**src/design/assert_macros.svh**
```systemverilog
// assertion macros shared by the lfu page replacement rtl
// expects signals named clk and rst in the module that includes it
`ifndef ASSERT_MACROS_SVH
`define ASSERT_MACROS_SVH

// check on every rising edge, ignored while reset is high
`define ASSERT_CLK(label, prop, msg) \
  label: assert property (@(posedge clk) disable iff (rst) prop) else $error(msg);

// check on every rising edge, reset included
`define ASSERT_CLK_ALWAYS(label, prop, msg) \
  label: assert property (@(posedge clk) prop) else $error(msg);

`endif

```
**src/design/lfu_pkg.sv**
```systemverilog
// shared types and constants for the lfu page replacement block
// no dependencies; used by lfu_page_replacement
package lfu_pkg;

  // default sizes, overridable on the top level
  localparam int FRAMES_DEF     = 8;
  localparam int PAGES_DEF      = 256;
  localparam int COUNT_BITS_DEF = 16;

  // request field widths
  localparam int PAGE_W  = 8;
  localparam int FRAME_W = 3;
  localparam int FAULT_W = 16;

  // configuration port
  localparam int PADDR_W = 3;
  localparam int CFG_W   = 4;
  localparam logic [CFG_W-1:0] CFG_FRAMES_RESET = 4'd8;
  localparam logic REG_FRAMES_IN_USE = 1'b0;

  // sequencer states
  typedef enum logic [2:0] {
    S_CLEAR,
    S_IDLE,
    S_READ,
    S_SCAN,
    S_OUT
  } state_t;

endpackage

```
**src/design/lfu_ram.sv**
```systemverilog
// generic single-port-write, single-port-read ram with registered read data
// no dependencies; used for the per-page history counts
module lfu_ram #(
  parameter int WIDTH = 16,
  parameter int DEPTH = 256
) (
  input  logic                                   clk,
  input  logic                                   we,
  input  logic [((DEPTH > 1) ? $clog2(DEPTH) : 1)-1:0] waddr,
  input  logic [WIDTH-1:0]                       wdata,
  input  logic                                   re,
  input  logic [((DEPTH > 1) ? $clog2(DEPTH) : 1)-1:0] raddr,
  output logic [WIDTH-1:0]                       rdata
);

  logic [WIDTH-1:0] mem [DEPTH];

  // write port
  always_ff @(posedge clk) begin
    if (we) begin
      mem[waddr] <= wdata;
    end
  end

  // registered read, data holds while re is low
  always_ff @(posedge clk) begin
    if (re) begin
      rdata <= mem[raddr];
    end
  end

endmodule

```
**src/design/lfu_page_replacement.sv**
```systemverilog
// lfu page replacement unit: frame table in registers, history counts in ram
// depends on lfu_pkg, lfu_ram and assert_macros.svh
//
//   channel   direction  handshake              payload
//   request   in         in_valid / in_stall    page
//   result    out        out_valid / out_stall  hit, frame, evicted_valid,
//                                               evicted_page, fault_count
//   config    in         apb psel / penable     frames_in_use at byte address 0
//
// a hit or a fill into an empty frame is paced by the history ram
// read-modify-write (read at accept, write back in the cycle after).
// an eviction adds a victim scan: the smallest use count is found by a scan
// of one frame per cycle over the nf managed frames.
// after reset a clearing pass zeroes the history ram; no
// request is taken during it, configuration writes are.
// a result waiting on out_stall holds in the output register; the next request
// is taken while it waits and stops only when its own result is ready.
`include "assert_macros.svh"

module lfu_page_replacement #(
  parameter int FRAMES     = lfu_pkg::FRAMES_DEF,
  parameter int PAGES      = lfu_pkg::PAGES_DEF,
  parameter int COUNT_BITS = lfu_pkg::COUNT_BITS_DEF
) (
  input  logic                        clk,
  input  logic                        rst,
  // configuration port
  input  logic                        psel,
  input  logic                        penable,
  input  logic                        pwrite,
  input  logic [lfu_pkg::PADDR_W-1:0] paddr,
  input  logic [31:0]                 pwdata,
  output logic [31:0]                 prdata,
  output logic                        pready,
  // request channel
  input  logic                        in_valid,
  output logic                        in_stall,
  input  logic [lfu_pkg::PAGE_W-1:0]  page,
  // result channel
  output logic                        out_valid,
  input  logic                        out_stall,
  output logic                        hit,
  output logic [lfu_pkg::FRAME_W-1:0] frame,
  output logic                        evicted_valid,
  output logic [lfu_pkg::PAGE_W-1:0]  evicted_page,
  output logic [lfu_pkg::FAULT_W-1:0] fault_count
);
  import lfu_pkg::*;

  localparam int FIDX_W = (FRAMES > 1) ? $clog2(FRAMES) : 1;
  localparam int NF_W   = $clog2(FRAMES + 1);
  localparam int HIDX_W = (PAGES > 1) ? $clog2(PAGES) : 1;
  localparam int CMP_W  = (NF_W > CFG_W) ? NF_W : CFG_W;
  localparam int FO_W   = (FIDX_W < FRAME_W) ? FIDX_W : FRAME_W;
  localparam int FC_W   = (COUNT_BITS < FAULT_W) ? COUNT_BITS : FAULT_W;
  localparam int NPAGE  = 1 << PAGE_W;

  function automatic logic [COUNT_BITS-1:0] sat_inc(input logic [COUNT_BITS-1:0] v);
    return (&v) ? v : v + 1'b1;
  endfunction

  state_t state, state_next;

  // configuration and counters
  logic [CFG_W-1:0]      cfg_frames;
  logic                  cfg_wr;
  logic [HIDX_W-1:0]     clr_addr;
  logic [NF_W-1:0]       frames_filled;
  logic [COUNT_BITS-1:0] faults;

  // frame table
  logic [PAGE_W-1:0]     frame_page [FRAMES];
  logic [COUNT_BITS-1:0] frame_use  [FRAMES];

  // request in flight
  logic [PAGE_W-1:0]     page_q;
  logic [HIDX_W-1:0]     hidx_q;
  logic                  hit_q;
  logic [FIDX_W-1:0]     hit_idx_q;
  logic [COUNT_BITS-1:0] hist_q;

  // eviction scan
  logic [NF_W-1:0]       scan_idx;
  logic [COUNT_BITS-1:0] min_val;
  logic [FIDX_W-1:0]     min_idx;

  // result waiting for the output register
  logic                  res_hit;
  logic [FIDX_W-1:0]     res_frame;
  logic                  res_ev_valid;
  logic [PAGE_W-1:0]     res_ev_page;

  // combinational helpers
  logic [CMP_W-1:0]      cfg_ext;
  logic [NF_W-1:0]       nf;
  logic [NF_W-1:0]       nvalid;
  logic                  room;
  logic                  in_hit;
  logic [FIDX_W-1:0]     in_hit_idx;
  logic                  in_acc;
  logic                  out_free;
  logic                  load_out;
  logic                  scan_more;
  logic [COUNT_BITS-1:0] scan_use;
  logic [COUNT_BITS-1:0] hist_inc;
  logic [HIDX_W-1:0]     hidx_tab [NPAGE];

  // history ram port signals
  logic                  ram_we;
  logic [HIDX_W-1:0]     ram_waddr;
  logic [COUNT_BITS-1:0] ram_wdata;
  logic                  ram_re;
  logic [HIDX_W-1:0]     ram_raddr;
  logic [COUNT_BITS-1:0] ram_rdata;

  // page to history index, worked out at elaboration
  for (genvar g = 0; g < NPAGE; g++) begin : g_hidx
    localparam int HM = g % PAGES;
    assign hidx_tab[g] = HIDX_W'(HM);
  end

  // configuration port
  assign pready = 1'b1;
  assign cfg_wr = psel && penable && pwrite && (paddr[PADDR_W-1] == REG_FRAMES_IN_USE);
  assign prdata = (paddr[PADDR_W-1] == REG_FRAMES_IN_USE) ? 32'(cfg_frames) : '0;

  // managed frame count, clamped to 1..FRAMES
  always_comb begin
    cfg_ext = CMP_W'(cfg_frames);
    if (cfg_frames == '0) begin
      nf = NF_W'(1);
    end else if (cfg_ext > CMP_W'(FRAMES)) begin
      nf = NF_W'(FRAMES);
    end else begin
      nf = NF_W'(cfg_frames);
    end
  end

  assign room   = frames_filled < nf;
  assign nvalid = room ? frames_filled : nf;

  // parallel lookup, lowest matching frame wins
  always_comb begin
    in_hit     = 1'b0;
    in_hit_idx = '0;
    for (int i = FRAMES - 1; i >= 0; i--) begin
      if ((NF_W'(i) < nvalid) && (frame_page[i] == page)) begin
        in_hit     = 1'b1;
        in_hit_idx = FIDX_W'(i);
      end
    end
  end

  assign hist_inc  = sat_inc(ram_rdata);
  assign scan_more = scan_idx < nf;
  assign scan_use  = frame_use[scan_idx[FIDX_W-1:0]];
  assign out_free  = !out_valid || !out_stall;
  assign in_acc    = in_valid && !in_stall;

  // next state
  always_comb begin
    state_next = state;
    unique case (state)
      S_CLEAR: begin
        if (clr_addr == HIDX_W'(PAGES - 1)) state_next = S_IDLE;
      end
      S_IDLE: begin
        if (in_acc) state_next = S_READ;
      end
      S_READ: begin
        if (!hit_q && !room) state_next = S_SCAN;
        else state_next = S_OUT;
      end
      S_SCAN: begin
        if (!scan_more) state_next = S_OUT;
      end
      S_OUT: begin
        if (load_out) state_next = in_acc ? S_READ : S_IDLE;
      end
      default: state_next = S_IDLE;
    endcase
  end

  // state outputs: handshake and history ram control
  always_comb begin
    load_out  = 1'b0;
    ram_we    = 1'b0;
    ram_waddr = hidx_q;
    ram_wdata = hist_inc;
    unique case (state)
      S_CLEAR: begin
        ram_we    = 1'b1;
        ram_waddr = clr_addr;
        ram_wdata = '0;
      end
      S_READ: begin
        ram_we = 1'b1;
      end
      S_OUT: begin
        load_out = out_free;
      end
      S_IDLE, S_SCAN: begin
        ram_we = 1'b0;
      end
      default: ram_we = 1'b0;
    endcase
    in_stall  = !((state == S_IDLE) || load_out);
    ram_re    = in_acc;
    ram_raddr = hidx_tab[page];
  end

  lfu_ram #(
    .WIDTH (COUNT_BITS),
    .DEPTH (PAGES)
  ) u_hist_ram (
    .clk   (clk),
    .we    (ram_we),
    .waddr (ram_waddr),
    .wdata (ram_wdata),
    .re    (ram_re),
    .raddr (ram_raddr),
    .rdata (ram_rdata)
  );

  // control state and counters
  always_ff @(posedge clk) begin
    if (rst) begin
      state         <= S_CLEAR;
      cfg_frames    <= CFG_FRAMES_RESET;
      clr_addr      <= '0;
      frames_filled <= '0;
      faults        <= '0;
      out_valid     <= 1'b0;
      for (int i = 0; i < FRAMES; i++) begin
        frame_use[i] <= '0;
      end
    end else begin
      state <= state_next;
      if (cfg_wr) cfg_frames <= pwdata[CFG_W-1:0];
      if (state == S_CLEAR) clr_addr <= clr_addr + 1'b1;
      // fault count and fill pointer
      if (state == S_READ && !hit_q) begin
        faults <= sat_inc(faults);
        if (room) frames_filled <= frames_filled + 1'b1;
      end
      // use count per frame: bump on hit, 1 on fill, history on eviction
      for (int i = 0; i < FRAMES; i++) begin
        if (state == S_READ && hit_q && hit_idx_q == FIDX_W'(i)) begin
          frame_use[i] <= sat_inc(frame_use[i]);
        end else if (state == S_READ && !hit_q && room && frames_filled == NF_W'(i)) begin
          frame_use[i] <= COUNT_BITS'(1);
        end else if (state == S_SCAN && !scan_more && min_idx == FIDX_W'(i)) begin
          frame_use[i] <= hist_q;
        end
      end
      // output register valid
      if (load_out) out_valid <= 1'b1;
      else if (!out_stall) out_valid <= 1'b0;
    end
  end

  // payload path
  always_ff @(posedge clk) begin
    // capture request and lookup
    if (in_acc) begin
      page_q    <= page;
      hidx_q    <= hidx_tab[page];
      hit_q     <= in_hit;
      hit_idx_q <= in_hit_idx;
    end
    // history read back, fill, scan setup
    if (state == S_READ) begin
      hist_q       <= hist_inc;
      res_hit      <= hit_q;
      res_ev_valid <= 1'b0;
      res_ev_page  <= '0;
      res_frame    <= hit_q ? hit_idx_q : frames_filled[FIDX_W-1:0];
      if (!hit_q && room) frame_page[frames_filled[FIDX_W-1:0]] <= page_q;
      scan_idx <= NF_W'(1);
      min_val  <= frame_use[0];
      min_idx  <= '0;
    end
    // victim scan, one frame per cycle, then replace
    if (state == S_SCAN) begin
      if (scan_more) begin
        if (scan_use < min_val) begin
          min_val <= scan_use;
          min_idx <= scan_idx[FIDX_W-1:0];
        end
        scan_idx <= scan_idx + 1'b1;
      end else begin
        res_frame           <= min_idx;
        res_ev_valid        <= 1'b1;
        res_ev_page         <= frame_page[min_idx];
        frame_page[min_idx] <= page_q;
      end
    end
    // output register load
    if (load_out) begin
      hit           <= res_hit;
      frame         <= FRAME_W'(res_frame[FO_W-1:0]);
      evicted_valid <= res_ev_valid;
      evicted_page  <= res_ev_page;
      fault_count   <= FAULT_W'(faults[FC_W-1:0]);
    end
  end

  // checks
  `ASSERT_CLK(a_accept_reads, in_valid && !in_stall |=> state == S_READ, "accept not followed by ram read")
  `ASSERT_CLK(a_filled_bound, frames_filled <= NF_W'(FRAMES), "fill count beyond frame table")
  `ASSERT_CLK(a_hit_no_evict, out_valid |-> !(hit && evicted_valid), "eviction reported on a hit")
  `ASSERT_CLK_ALWAYS(a_clear_stalls, state == S_CLEAR |-> in_stall, "request taken during clearing pass")

endmodule
```
**config.mk**
```make
export PLATFORM = sky130hd
export DESIGN_NAME = lfu_page_replacement
export DESIGN_NICKNAME = d
export VERILOG_FILES = /design/src/design/lfu_pkg.sv /design/src/design/lfu_ram.sv /design/src/design/lfu_page_replacement.sv
export VERILOG_INCLUDE_DIRS = /design/src /design/src/design
export SDC_FILE = /design/constraint.sdc
export NUM_CORES = 2
export LEC_CHECK = 0
export BUFFER_PORTS_ARGS = -buffer_cell sky130_fd_sc_hd__buf_2
export CORE_MARGIN = 2
export CORE_UTILIZATION = 60
export CTS_BUF_LIST = sky130_fd_sc_hd__clkbuf_4
export DETAILED_ROUTE_END_ITERATION = 12
export GPL_TIMING_DRIVEN = 0
export PLACE_DENSITY = 0.78
export SYNTH_ARGS = -nofsm -noshare
export SYNTH_HDL_FRONTEND = slang
export SYNTH_MEMORY_MAX_BITS = 65536
export SYNTH_SLANG_ARGS = --single-unit
```
**constraint.sdc**
```tcl
create_clock -name clk -period 11.9 [get_ports clk]
set_input_delay 1.785 -clock clk [delete_from_list [all_inputs] [get_ports clk]]
set_output_delay 1.785 -clock clk [all_outputs]
set_load 0.1 [all_outputs]
```
==> qor_table.md <==
| Result | This run |
| --- | --- |
| Deepest level of the CTS H-tree | 7 |
| Share of synthesized flip-flops with an asynchronous set or reset | 0 |
| Class of the most critical hold timing path | in -> reg |
| Detail Route Antenna Nets | 0 |
| GR Util All Layers | 0.399 |
| Gpl congestion | 1.10 |
| Cell with the most instances after synthesis | edfxtp_1 |
| Count of filler cells inserted in the layout | 17,700 |
| Routed Wire Length | 585,000 µm |
| Worst r2r src | state[2] |
| Chip height | 543 µm |
| CTS Buf Count | 1,156 |
| Number of sinks handled by clock tree synthesis | 4,433 |
| Worst-Margin Slew | 1790 ps |
| Wire length per cell after detailed routing | 39.6 µm |
| Hold-fix buffers at CTS | 0 |
| Number of storage elements in the synthesis netlist | 4,433 |
| Worst slew slack as a fraction of its limit | -0.202 |
| Pwr/cell area | 165 nW/µm² |
| Clock slew at the register clock pins of the worst setup and hold paths | 60 ps |
| Post-CTS resize count | 0 |
| Dpl hpwl | 396,000 µm |
| Count of flip-flops with a built-in enable after synthesis | 4,362 |
| Simple-gate portion of the synthesized area | 0.0313 |
| Source-to-sink clock delay at the later pin of the worst-skew pair | 1720 ps |
| Crit. End Element | flip-flop |
| Final routed DRC violation total | 0 |
| Unrepaired setup endpoints after global routing | no |
| Final-report hold violation count | 0 |
| Final period demand of the worst path | 7540 ps |
| Worst setup path start | page[2] |
| Input/output buffers | 54 |
| Fraction of final layout cells sized beyond drive strength 1 | 0.340 |
| Register area share after synthesis | 0.758 |
| Crit path setup slack, layout | 4360 ps |
| Average footprint of a synthesized cell | 20.3 µm² |
| Site row count | 198 |
| Syn Std Cell Area | 175,000 µm² |
| Critical path data arrival time | 8790 ps |
| Effective utilization at floorplan | 0.602 |
| F_max | 133 MHz |
| Worst slack at placement | 3620 ps |
| Core ar. | 290,000 µm² |
| Worst hold path startpoint | page[5] |
| Final number of max-transition violations | 149 |
| Remaining global-route overflow | 0 |
| Share of synthesized cell area in full adder, half adder and majority cells | 0.00265 |
| Mux cell area share after synthesis | 0.146 |
| Number of antenna violations at the first check in global routing | 50 |
| Clock tree skew after final layout | 178 ps |
| Failing checks | capacitance limit, slew limit |
| Maximum net fanout on the critical path | 11 |
| Status | finished with violations |
| Synthesized-area fraction occupied by ao, oa, aoi and oai cells | 0.0348 |
| Share of the core filled with cells | 0.687 |
| Total number of yosys warnings | 0 |
| Post-synthesis cell type count | 83 |
| Biggest area contributors in the synthesized netlist | edfxtp_1 75%, mux4_2 13%, mux2i_1 1.2% |
| Area of the die | 295,000 µm² |
| Dominant combinational cell family by area after synthesis | multiplexers |
| Clk buf depth | 5 |
| Ratio of routed vias to standard cells | 7.15 |
| Top cell type by total area after synthesis | edfxtp_1 |
| Total of max-cap violations | 25 |
| Net count of the finished layout | 10,200 |
| Area Overhead vs Synth | 14.2% |
| Global-route wire length before repair | 786,000 µm |
| Share of the clock period used by the worst path | 0.634 |
| Post-CTS Setup Inserts | 0 |
| Number of global-route vias before repair | 101,000 |
| Largest voltage drop on the vdd net | 102 µV |
| Width of the die | 543 µm |
| Library cell used as clock root buffer | clkbuf_4 |
| Number of instances in the synthesized netlist | 8,595 |
| Data required time of the worst path | 13,140 ps |
| IO Pins | 114 |
| Violation count after the first detailed-route iteration | 20,400 |
| Top_reg_cell synth | edfxtp_1 |
| CP Launch Type | input pin |
| Drt first pass iters | 13 |
| Share of Yosys cell area claimed by the top area cell type | 0.750 |
| Vias after detailed routing | 106,000 |
| Setup-failing EPs final | 0 |
| XOR/XNOR Fraction of Synth Area | 0.0106 |
| Leak pwr | 64.9 nW |
| CTS tree | built |
| Synth top cells by count | 4,362 x edfxtp_1, 1,015 x mux4_2, 382 x nor2_1 |
| Maximum number of pins on one net before global-route repair | 104 |
| Kind of critical path | in -> reg |
## worst max-delay path, cell delays in order
cell and delay (ps):
buf_2 150, buf_2 600, buf_2 960, nand3b_1 930, clkbuf_1 710, clkbuf_1 450
o22ai_1 290, a211oi_1 90, a211oi_1 860, nand4_1 590, nor3_1 1280
## through the flow
step	instances	TNS (ps)	power (mW)	hold slack [ps]	instance area, µm²
finish	14800	0	32.9	269	199000
global placement	12600	-1305010	20.6	415	180000
CTS	14700	0	32.7	191	199000
detailed placement	12900	0	20.6	416	186000
floorplan	8622	0	19.4	400	175000
global route	14700	0	33.6	274	199000
## final timing paths
check	cells after the start	to	slack (ps)
max	11	u_hist_ram.rdata[13]	4360
min	1	page_q[5]	270
min reg2reg	0	evicted_page[1]	410
max reg2reg	8	u_hist_ram.mem[220][9]	6140
## cells by family (layout without fill, tap and decap cells)
kind of cell / after synthesis / in the layout
simple gates: 1176 / 1176
other cells: 2 / 82
fa+ha+maj: 37 / 37
buf+inv: 578 / 2787
flops: 4433 / 4433
compound gates: 881 / 881
xor+xnor: 211 / 211
mux: 1277 / 1277
## registers in the layout (all words and copies together), names as in the netlist, 16 cells and up
name and cells:
fault_count 16, frame_page 64, hist_q 16, frame_use 128
min_val 16, u_hist_ram.mem 4096, faults 16, u_hist_ram.rdata 16
## report_power, final
group,switching (mW),internal (mW)
clock network,6.13,6.36
logic,2.02,0.760
registers,0.0805,17.5
total,8.23,24.7
## per-layer routing
| metal | global-route usage | routed length (µm) | vias to the layer above |
|---|---|---|---|
| met5 | 0.0167 | 1000 | - |
| met4 | 0.273 | 46000 | 26 |
| met3 | 0.200 | 101000 | 2263 |
| met2 | 0.558 | 251000 | 10800 |
| met1 | 0.485 | 185000 | 53200 |
| li1 | - | - | 39500 |
## layout make-up
type / count / area [µm²] / area share
Buffer: 533 / 2650 / 0.0133
Tap cell: 3900 / 4880 / 0.0245
Antenna cell: 53 / 133 / 0.000665
Inverter: 45 / 170 / 0.000853
Sequential cell: 4433 / 132000 / 0.664
Multi-Input combinational cell: 3611 / 40400 / 0.203
Clock inverter: 266 / 1340 / 0.00674
Timing Repair Buffer: 354 / 5480 / 0.0275
Clock buffer: 1589 / 11900 / 0.0598
## cells in the final DEF, fill, tap and decap left out, types with 67 or more instances in the layout
cell      synthesis  layout
a211oi_1         73      73
a22o_1           67      67
a22oi_1          89      89
buf_2           119     195
buf_4           109     114
buf_8             0     207
clkbuf_1        252     216
clkbuf_4          0    1590
clkinv_1          0     205
dfxtp_1          71      71
edfxtp_1       4362    4362
mux2i_1         211     211
mux4_2         1015    1015
nand2_1         331     331
nand3_1          82      82
nor2_1          382     126
nor2_2            1     257
nor3_1          116     105
o21ai_0         182     180
o22ai_1         159     159
xnor2_1          81      81
xor2_1          130     130
Note: power is estimated with default switching activity, not from simulation.
